**config.mk**
```make
export PLATFORM = sky130hd
export DESIGN_NAME = mmrs_out_fifo
export DESIGN_NICKNAME = d
export VERILOG_FILES = /design/src/sv/mmrs_pkg.sv /design/src/sv/mmrs_out_fifo.sv
export SDC_FILE = /design/constraint.sdc
export NUM_CORES = 1
export LEC_CHECK = 0
export CORE_MARGIN = 3
export CORE_UTILIZATION = 45
export DETAILED_ROUTE_END_ITERATION = 8
export DONT_BUFFER_PORTS = 1
export PLACE_DENSITY = 0.62
export SLEW_MARGIN = 20
export SYNTH_ARGS = -nofsm -noshare
export SYNTH_HDL_FRONTEND = slang
export SYNTH_SLANG_ARGS = --single-unit
```
**constraint.sdc**
```tcl
create_clock -name clk -period 6.32 [get_ports clk]
set_input_delay 0.316 -clock clk [delete_from_list [all_inputs] [get_ports clk]]
set_output_delay 0.316 -clock clk [all_outputs]
set_load 0.05 [all_outputs]
```
**src/sv/mmrs_pkg.sv**
```systemverilog
// Shared types and constants of the row-streaming matrix multiply unit.
`default_nettype none

package mmrs_pkg;

  // Field widths fixed by the item format.
  localparam int ELEM_W    = 16;
  localparam int PROD_W    = 32;
  localparam int SUM_W     = 38;
  localparam int IDX_W     = 6;
  localparam int ROW_W     = 12;
  localparam int DIM_W     = 7;
  localparam int ROWS_W    = 13;
  localparam int CFG_IDX_W = 2;

  // Result queue between the engine and the output port.
  localparam int OFIFO_DEPTH = 4;
  localparam int OPTR_W      = 2;
  localparam int OCNT_W      = 3;

  // Configuration register indexes.
  localparam logic [CFG_IDX_W-1:0] REG_INNER_K = 2'd0;
  localparam logic [CFG_IDX_W-1:0] REG_COLS_N  = 2'd1;
  localparam logic [CFG_IDX_W-1:0] REG_ROWS_M  = 2'd2;

  typedef enum logic {
    OP_LOAD    = 1'b0,
    OP_COMPUTE = 1'b1
  } opcode_t;

  // Effective (clamped) dimensions.
  typedef struct packed {
    logic [DIM_W-1:0]  kn;
    logic [DIM_W-1:0]  nn;
    logic [ROWS_W-1:0] mn;
  } dims_t;

  // A classified item on its way from the front to the engine.
  typedef struct packed {
    opcode_t                  op;
    logic [IDX_W-1:0]         k;
    logic [IDX_W-1:0]         col;
    logic signed [ELEM_W-1:0] value;
    logic                     last_k;
  } work_t;

  typedef struct packed {
    logic [ROW_W-1:0]        row;
    logic [IDX_W-1:0]        col;
    logic signed [SUM_W-1:0] sum;
    logic                    last_row;
    logic                    last_mat;
  } result_t;

  typedef enum logic [1:0] {
    BK_IDLE,
    BK_RUN,
    BK_DRAIN
  } bk_state_t;

endpackage

`default_nettype wire

```
**src/sv/mmrs_out_fifo.sv**
```systemverilog
// Result queue that feeds the output port.
`default_nettype none

module mmrs_out_fifo import mmrs_pkg::*; (
  input  wire logic              clk,
  input  wire logic              rst_n,
  input  wire logic              res_push,
  input  wire result_t           res,
  output logic [OCNT_W-1:0]      cnt,
  output logic                   empty,
  input  wire logic              pop,
  output result_t                head
);

  result_t             mem [OFIFO_DEPTH];
  logic [OPTR_W-1:0]   wp_r, rp_r;
  logic [OCNT_W-1:0]   cnt_r, cnt_nxt;
  logic                do_pop;

  assign empty  = (cnt_r == '0);
  assign do_pop = pop && !empty;
  assign cnt    = cnt_r;
  assign head   = mem[rp_r];

  // Count follows pushes and pops.
  assign cnt_nxt = cnt_r + OCNT_W'(res_push) - OCNT_W'(do_pop);

  always_ff @(posedge clk) begin
    if (!rst_n) begin
      wp_r  <= '0;
      rp_r  <= '0;
      cnt_r <= '0;
    end else begin
      cnt_r <= cnt_nxt;
      if (res_push) begin
        wp_r <= wp_r + OPTR_W'(1);
      end
      if (do_pop) begin
        rp_r <= rp_r + OPTR_W'(1);
      end
    end
  end

  // Storage.
  always_ff @(posedge clk) begin
    if (res_push) begin
      mem[wp_r] <= res;
    end
  end

endmodule

`default_nettype wire
```
==> flow_summary.ini <==
[logic_synthesis]
yosys_warnings = 0
synth_cells = 346
synth_area_um2 = 8860
synth_seq_cells = 241
syn_avg_cell_area_um2 = 25.6
synth_top_area_share_pct = 78.7
synth-seq-area-share_pct = 80.7
synth_edf_count = 232
yosysTopAreaCell = edfxtp_1
synth.area.top_cells = edfxtp_1 79%, mux4_2 15%, dfxtp_1 2.0%, ha_1 0.85%, buf_12 0.68%
synth_fp_nets = 415
ys_types = 21
yosysMostFrequentCell = edfxtp_1
async_reset_ff_share_pct = 0
synth-main-ff-cell = edfxtp_1
synth_top_cells_by_count = 232 x edfxtp_1, 58 x mux4_2, 9 x dfxtp_1, 6 x and2_1, 6 x ha_1

[detailed_routing]
wirelength_mm = 14.7
drc = 0
ant_nets = 0
route.met3.wl_mm = 1.22
routedWlPerCell_um = 21.0
dr_wl_met2_mm = 7.09
maxUsedRoutingLayer = met5
met1Wirelength_mm = 6.04
vias_per_cell = 5.27
first_pass_iters = 4
first_iter_violations = 162
vias = 3699

[sta]
finalSetupViolCount = 0
hold_slack_ps = 44.0
hold_violations = 0
rsz0062_at_grt = false
fmax_mhz = 335
tightest_slew_ps = 914
period_needed_ps = 2980
final_max_slew_viol_count = 0
slew_headroom_pct = 39.1
fin_crit_sh_pct = 47.2
finClkSkew_ps = 9.83
fin_setup_tns_ps = 0

[grt]
grt_max_degree = 59
grt_pass1_wl_mm = 23.2
first_global_vias = 3976
grtUsageTotal_pct = 13.9
antenna_found_initial = 1
grt-ovfl-total = 0

[critical_path]
startpoint_type = flop
critPathArrivalTime_ps = 2670
cp-end-kind = output pin
crit_path_end = head[31]
r2r_start = cnt[1]$_SDFF_PN0_
rr_worst_depth = 8
r2r-end = cnt[2]$_SDFF_PN0_
worstSetupPathType = flop to output pin
required_ps = 6000
worstPathMaxFanout = 33
r2r_setup_slack_ps = 4030

[floorplan]
die_x_um = 146
die-area_um2 = 21400
ios = 124
num_rows = 50
start_util_pct = 46.6
core_area_um2 = 19000
die_h_um = 146

[pwr]
p_per_area_nw_per_um2 = 416
total_power_mw = 4.41
switchingPower_mw = 1.31
pwr-share-seq_pct = 44.4
internal_power_mw = 3.10
leakage_nw = 3.36
p_sw_share_pct = 29.7
p_comb_share_pct = 20.4
peakVddDrop_mv = 0.289
p_clk_share_pct = 35.2

[place]
dp_hpwl_mm = 8.13
portBuffers = 0
gp_congestion = 0.765
place_inst = 595

[min_path]
hold_class = input port to flop

[clock_network]
htreeDepth = 1
clk_latency_ps = 510
cts-root-buf = clkbuf_16
cts_tree = done
cts_buffers = 26
cts.clk_slew.worst_paths_ps = 50
cts_buffer_depth = 3
cts_sinks = 241

[layout]
diodes = 0
syn_to_final_growth_pct = 19.7
fin_cells = 702
drive_gt1_share_pct = 23.8
fin_nets = 492

[outcome]
outcome = completed

[run]
max_cap_viol_count = 0
==> registers in the layout, indices dropped and copies added (netlist names), named ones only <==
name  count
mem     232
cnt       3
rp_r      2
wp_r      2
==> power groups by stage <==
stage	registers [mW]	logic (mW)	clock network, mW
6_report	1.96	0.901	1.55
3_3_place_gp	2.00	0.862	0
4_1_cts	1.97	0.916	1.59
3_5_place_dp	2.00	0.869	0
5_1_grt	1.98	0.944	1.66
2_1_floorplan	1.93	0.874	0
==> placed cells by master, fill, tap and decap left out, types with 2 or more instances in the layout <==
| cell type | count |
|---|---|
| dlygate4sd3_1 | 60 |
| bufinv_16 | 5 |
| edfxtp_1 | 232 |
| inv_1 | 5 |
| mux4_2 | 58 |
| inv_6 | 2 |
| clkbuf_16 | 27 |
| nand2_1 | 2 |
| nor2b_1 | 3 |
| and2_1 | 2 |
| clkinvlp_4 | 2 |
| dfxtp_1 | 7 |
| clkinv_1 | 5 |
| mux2i_1 | 4 |
| buf_4 | 2 |
| and2_4 | 4 |
| dfxtp_4 | 2 |
| clkinv_2 | 3 |
| clkbuf_1 | 3 |
| nand2b_1 | 2 |
| ha_1 | 6 |
==> how the worst min path moves through the flow <==
stage,startpoint,endpoint,slack [ps],depth (start not counted)
after floorplan,res[0],mem[0][0]$_DFFE_PP_,410,0
after global placement,res[25],mem[2][25]$_DFFE_PP_,420,0
after detailed placement,res[34],mem[0][34]$_DFFE_PP_,420,0
after CTS,res_push,wp_r[0]$_SDFFE_PN0P_,20,2
after global routing,res_push,wp_r[0]$_SDFFE_PN0P_,40,2
final,res_push,wp_r[0]$_SDFFE_PN0P_,40,2
==> cell families (layout without fill, tap and decap cells) <==
logic type,count (synthesis),in the layout,share of synthesized area (%)
flops,241,241,80.7
compound gates,2,2,0.198
mux,62,62,15.2
simple gates,14,14,0.918
buf+inv,18,114,1.57
xor+xnor,2,2,0.353
fa+ha+maj,7,7,1.07
==> worst max-delay path: stages (launching register included) <==
cell,delay [ps]
dfxtp_4,720
buf_4,640
mux4_2,770
==> area by class of cell <==
cell class,count,area (um^2)
Inverter,5,18.8
Multi-Input combinational cell,87,1580
Sequential cell,241,7150
Clock inverter,17,216
Timing Repair Buffer,62,616
Clock buffer,30,687
Fill cell,1437,8420
Tap cell,260,325
==> per-layer routing <==
metal  vias up  global-route usage [%]
met5         -                       0
met1      1882                    18.6
met2       148                    22.0
met4         2                    3.72
met3        32                    4.69
li1       1635                       -
==> per-stage QoR <==
stage | setup WS, ps | instance area [um^2] | util, %
floorplan | 3990 | 8860 | -
global placement | 3800 | 9090 | 47.8
detailed placement | 3760 | 9090 | 47.8
CTS | 3210 | 10600 | 55.7
global route | 3130 | 10600 | 55.7
finish | 3340 | 10600 | 55.7
==> repair_timing <==
action | in CTS | in global routing
setup buffers | 0 | 0
resized for setup | 0 | 0
hold buffers | 60 | 0
hold endpoints to repair | 241 | 0
setup endpoints to repair | 0 | 0
(Power assumes the default switching activity.)
