File: config.mk
export PLATFORM = sky130hd
export DESIGN_NAME = mmrs_front
export DESIGN_NICKNAME = d
export VERILOG_FILES = /design/src/sv/mmrs_pkg.sv /design/src/sv/mmrs_front.sv
export SDC_FILE = /design/constraint.sdc
export NUM_CORES = 1
export LEC_CHECK = 0
export ABC_AREA = 1
export BUFFER_PORTS_ARGS = -buffer_cell sky130_fd_sc_hd__buf_4
export CAP_MARGIN = 20
export CORE_MARGIN = 1.5
export CORE_UTILIZATION = 53
export CTS_BUF_LIST = sky130_fd_sc_hd__clkbuf_2 sky130_fd_sc_hd__clkbuf_4 sky130_fd_sc_hd__clkbuf_8
export CTS_CLUSTER_SIZE = 12
export DETAILED_ROUTE_END_ITERATION = 6
export GPL_ROUTABILITY_DRIVEN = 0
export PLACE_DENSITY = 0.87
export SLEW_MARGIN = 20
export SYNTH_ARGS = -nofsm -noshare
export SYNTH_HDL_FRONTEND = slang
export SYNTH_SLANG_ARGS = --single-unit
File: constraint.sdc
create_clock -name clk -period 5.7 [get_ports clk]
set_clock_uncertainty 0.15 [all_clocks]
set_input_delay 0.285 -clock clk [delete_from_list [all_inputs] [get_ports clk]]
set_output_delay 0.285 -clock clk [all_outputs]
set_load 0.01 [all_outputs]
File: src/sv/mmrs_pkg.sv
// Shared types and constants of the row-streaming matrix multiply unit.
`default_nettype none

package mmrs_pkg;

  // Field widths fixed by the item format.
  localparam int ELEM_W    = 16;
  localparam int PROD_W    = 32;
  localparam int SUM_W     = 38;
  localparam int IDX_W     = 6;
  localparam int ROW_W     = 12;
  localparam int DIM_W     = 7;
  localparam int ROWS_W    = 13;
  localparam int CFG_IDX_W = 2;

  // Result queue between the engine and the output port.
  localparam int OFIFO_DEPTH = 4;
  localparam int OPTR_W      = 2;
  localparam int OCNT_W      = 3;

  // Configuration register indexes.
  localparam logic [CFG_IDX_W-1:0] REG_INNER_K = 2'd0;
  localparam logic [CFG_IDX_W-1:0] REG_COLS_N  = 2'd1;
  localparam logic [CFG_IDX_W-1:0] REG_ROWS_M  = 2'd2;

  typedef enum logic {
    OP_LOAD    = 1'b0,
    OP_COMPUTE = 1'b1
  } opcode_t;

  // Effective (clamped) dimensions.
  typedef struct packed {
    logic [DIM_W-1:0]  kn;
    logic [DIM_W-1:0]  nn;
    logic [ROWS_W-1:0] mn;
  } dims_t;

  // A classified item on its way from the front to the engine.
  typedef struct packed {
    opcode_t                  op;
    logic [IDX_W-1:0]         k;
    logic [IDX_W-1:0]         col;
    logic signed [ELEM_W-1:0] value;
    logic                     last_k;
  } work_t;

  typedef struct packed {
    logic [ROW_W-1:0]        row;
    logic [IDX_W-1:0]        col;
    logic signed [SUM_W-1:0] sum;
    logic                    last_row;
    logic                    last_mat;
  } result_t;

  typedef enum logic [1:0] {
    BK_IDLE,
    BK_RUN,
    BK_DRAIN
  } bk_state_t;

endpackage

`default_nettype wire

File: src/sv/mmrs_front.sv
// Front end: accepts input items, drops out-of-range ones and queues the rest.
`default_nettype none

module mmrs_front import mmrs_pkg::*; (
  input  wire logic                     clk,
  input  wire logic                     rst_n,
  input  wire dims_t                    dims,
  input  wire logic                     push,
  output logic                          full,
  input  wire logic                     in_opcode,
  input  wire logic [IDX_W-1:0]         in_k_index,
  input  wire logic [IDX_W-1:0]         in_col_index,
  input  wire logic signed [ELEM_W-1:0] in_element_value,
  output logic                          q_valid,
  output work_t                         q_item,
  input  wire logic                     q_pop
);

  localparam int QD = 2;

  work_t      q_mem [QD];
  logic       wp_r, wp_nxt;
  logic       rp_r, rp_nxt;
  logic [1:0] cnt_r, cnt_nxt;
  logic       accept;
  logic       keep;
  logic       q_push;
  work_t      item;

  // Classify the incoming item against the current dimensions.
  always_comb begin
    item.op     = opcode_t'(in_opcode);
    item.k      = in_k_index;
    item.col    = in_col_index;
    item.value  = in_element_value;
    item.last_k = ({1'b0, in_k_index} == (dims.kn - DIM_W'(1)));
    keep = ({1'b0, in_k_index} < dims.kn) &&
           ((item.op == OP_COMPUTE) || ({1'b0, in_col_index} < dims.nn));
  end

  assign full    = (cnt_r == 2'(QD));
  assign accept  = push && !full;
  assign q_push  = accept && keep;
  assign q_valid = (cnt_r != 2'd0);
  assign q_item  = q_mem[rp_r];

  // Queue pointers and fill count.
  always_comb begin
    wp_nxt  = q_push ? ~wp_r : wp_r;
    rp_nxt  = q_pop  ? ~rp_r : rp_r;
    cnt_nxt = cnt_r + 2'(q_push) - 2'(q_pop);
  end

  always_ff @(posedge clk) begin
    if (!rst_n) begin
      wp_r  <= 1'b0;
      rp_r  <= 1'b0;
      cnt_r <= 2'd0;
    end else begin
      wp_r  <= wp_nxt;
      rp_r  <= rp_nxt;
      cnt_r <= cnt_nxt;
    end
  end

  // Queue storage.
  always_ff @(posedge clk) begin
    if (q_push) begin
      q_mem[wp_r] <= item;
    end
  end

endmodule

`default_nettype wire

==> results.txt <==
fraction of the cycle the final worst path needs: 48.2%
Routed WL: 5.79 mm
Worst-Margin Slew: 862 ps
count of flip-flops with a built-in enable after synthesis: 60
flip-flop and latch count after synthesis: 65
global-route usage over all layers: 21.4%
setup repair after global routing missed its margin: false
yosys warns: 0
category of the worst setup path capture point: flip-flop
floorplan die area: 0.00587 mm²
type of element launching the critical path: input pin
post-route DRC violation count: 0
normalized max-slew margin: 42.4%
type of the worst min-delay path: in -> reg
total nets after synthesis: 284
post-detailed-route wirelength per cell: 14.6 µm
met1 track demand over resource: 22.9%
pre-CTS setup slack: 3030 ps
min setup slack post-route: 2950 ps
Arr. time, crit path: 2550 ps
area share of the leading cell type in the synthesized netlist: 62.7%
vias per cell: 4.98
Final ANT Viol Nets: 0
post-synthesis area per instance: 13.7 µm²
maximum resistive drop on vdd: 0.190 mV
global-route met3 utilization: 7.07%
first-pass GRT wire length: 9.44 mm
relative area change from synthesis to final layout: 40.4%
Post-Syn Area: 0.00287 mm²
number of antenna violations at the first check in global routing: 0
TritonCTS clock tree: built
row count: 26
cell at the root of the clock tree: sky130_fd_sc_hd__clkbuf_8
count of final hold-check violations: 0
Via Count: 1976
Pre-Repair DR Iteration Count: 4
number of setup violations in the final report: 0
total grt overflow: 0
Iter 0 DRT Violations: 71
port bufs: 78
Die X-Extent: 76.6 µm
Setup Crit Path Kind: in -> reg
total power draw: 1.26 mW
pin count of the biggest net entering global routing: 31
time the worst path needs with I/O delays and setup: 2750 ps
fraction of layout instances using a drive strength above 1: 39.4%
Post-Route Setup TNS: 0 ps
Pins Over Slew Limit: 0
leading cell types by total area after synthesis: sky130_fd_sc_hd__edfxtp_1, sky130_fd_sc_hd__mux2_2, sky130_fd_sc_hd__ha_1
power per unit of standard cell area: 313 mW/mm²
maximum clock insertion buffer count: 2
buffer and inverter count on the worst path: 2
timing-limited maximum frequency: 0.364 GHz
ant diodes: 0
number of max-capacitance violations reported: 0
Clock transition at path regs: 70 ps
Leakage Power: 1.72 nW
cell-by-cell trace of the critical path: dlygate4sd3_1 -> buf_4 -> ha_1 -> a21oi_1 -> nand2_1 -> nand2_1 -> nand2_1 -> nand2_1 -> nand2_1 -> nor2_4
most frequent cell after synthesis: sky130_fd_sc_hd__edfxtp_1
cell with the most instances on the worst path: sky130_fd_sc_hd__nand2_1
Distinct cells, synth: 18
height of the chip: 76.6 µm
highest-utilization routing layer at the global route stage: met2
Num CTS Buffers: 9
clock insertion delay at the later pin of the skew report: 330 ps
portion of the post-synthesis area used by sequential elements: 66.2%
async set-reset flop share out of synthesis: 0%
most area-hungry cell type in the Yosys netlist: sky130_fd_sc_hd__edfxtp_1
H-tree level count: 3
placed wire-length estimate: 3.69 mm
count of boundary I/O pins: 92
gate count after technology mapping: 210
floorplan core area: 0.00517 mm²
Max stage delay cell, worst path: sky130_fd_sc_hd__nor2_4
Crit Path Max Fanout: 30
CP Data Required Time: 5500 ps
list of most frequent post-synthesis cells: sky130_fd_sc_hd__edfxtp_1, sky130_fd_sc_hd__mux2_2, sky130_fd_sc_hd__inv_1
Largest delay share family, worst path: simple AND/OR/NAND/NOR gates
global-route met2 utilization: 38.8%
Layout Utilization: 77.9%
most frequently used flop master after synthesis: sky130_fd_sc_hd__edfxtp_1
count of clock tree sinks: 65
Initial Util: 55.5%
delay of the slowest critical-path stage: 680 ps
outcome: finished clean
net count reported at finish: 396
vias in the first global route: 2078
report_power, final:
group / internal, mW / switching [mW]
logic: 0.114 / 0.103
clock network: 0.294 / 0.165
registers: 0.569 / 0.0153
total: 0.977 / 0.283
worst register-to-register path, stage by stage (launching register included):
cell and delay [ps]:
sky130_fd_sc_hd__dfxtp_1 350, sky130_fd_sc_hd__inv_1 50, sky130_fd_sc_hd__nand2_1 60, sky130_fd_sc_hd__nand2_1 60, sky130_fd_sc_hd__nor2_1 80, sky130_fd_sc_hd__nand3_1 60, sky130_fd_sc_hd__nor2_1 200, sky130_fd_sc_hd__nand2_1 160
sky130_fd_sc_hd__nor2_4 680
registers in the layout, indices dropped and copies added (netlist names), named ones only:
name / count
q_mem: 60
cnt_r: 2
rp_r: 1
wp_r: 1
stage by stage:
| stage | cells | cell area, µm² | hold slack [ps] |
|---|---|---|---|
| 4_1_cts | 397 | 4030 | 3.73 |
| 3_3_place_gp | 357 | 3550 | 320 |
| 5_1_grt | 397 | 4030 | 0.441 |
| 3_5_place_dp | 357 | 3550 | 324 |
| 2_1_floorplan | 210 | 2870 | 228 |
| 6_report | 397 | 4030 | 16.4 |
cells in the final DEF (no fill, tap or decap):
cell type,netlist,final
sky130_fd_sc_hd__edfxtp_1,60,60
sky130_fd_sc_hd__nor2_1,18,17
sky130_fd_sc_hd__nor2_4,0,1
sky130_fd_sc_hd__a21o_1,2,2
sky130_fd_sc_hd__a21oi_1,4,4
sky130_fd_sc_hd__mux2_2,30,30
sky130_fd_sc_hd__clkbuf_4,0,1
sky130_fd_sc_hd__o21ai_0,1,1
sky130_fd_sc_hd__nor3_1,1,1
sky130_fd_sc_hd__dfxtp_1,5,5
sky130_fd_sc_hd__buf_4,0,80
sky130_fd_sc_hd__bufinv_16,0,3
sky130_fd_sc_hd__ha_1,14,14
sky130_fd_sc_hd__or2_2,1,1
sky130_fd_sc_hd__inv_1,26,26
sky130_fd_sc_hd__xnor2_1,2,2
sky130_fd_sc_hd__nand2_1,25,25
sky130_fd_sc_hd__nand4_1,3,3
sky130_fd_sc_hd__dlygate4sd3_1,0,24
sky130_fd_sc_hd__nor2_2,1,1
sky130_fd_sc_hd__clkinv_2,0,2
sky130_fd_sc_hd__clkinvlp_4,0,1
sky130_fd_sc_hd__clkbuf_8,0,9
sky130_fd_sc_hd__nand3_1,9,9
sky130_fd_sc_hd__xor2_1,5,5
area by class of cell:
type | instances | area [µm²]
Clock inverter | 6 | 108
Multi-Input combinational cell | 116 | 865
Clock buffer | 10 | 131
Tap cell | 70 | 87.6
Inverter | 26 | 97.6
Fill cell | 308 | 1140
Timing Repair Buffer | 104 | 841
Sequential cell | 65 | 1900
path summary, 6_finish.rpt:
path | start | cells after the start | end | slack (ps)
setup / recovery | in_col_index[2] | 10 | q_mem[0][16]$_DFFE_PP_ | 2950
hold reg to reg | rp_r$_SDFFE_PN0P_ | 2 | rp_r$_SDFFE_PN0P_ | 360
hold / removal | in_k_index[5] | 1 | q_mem[0][28]$_DFFE_PP_ | 20
setup reg to reg | cnt_r[0]$_SDFF_PN0_ | 8 | q_mem[0][16]$_DFFE_PP_ | 3480
repair_timing:
| action | 4_1_cts | 5_1_grt |
|---|---|---|
| hold buffers | 24 | 0 |
| setup buffers | 0 | 0 |
| gates resized for setup | 0 | 0 |
| hold endpoints to repair | 48 | 0 |
kinds of logic after synthesis:
logic type               synth area share [%]
AO/OA/AOI/OAI                            1.39
XOR/XNOR                                 2.14
adder cells (fa/ha/maj)                  6.10
buffers and inverters                    3.92
flip-flops                               66.2
multiplexers                             11.8
AND/OR/NAND/NOR                          8.45
layer usage:
metal | up-vias | routed length [µm]
met3 | 14 | 311
met4 | 0 | 141
li1 | 960 | -
met2 | 67 | 3020
met1 | 935 | 2320
met5 | - | 0
No activity file was read; power rests on OpenSTA's default activity.
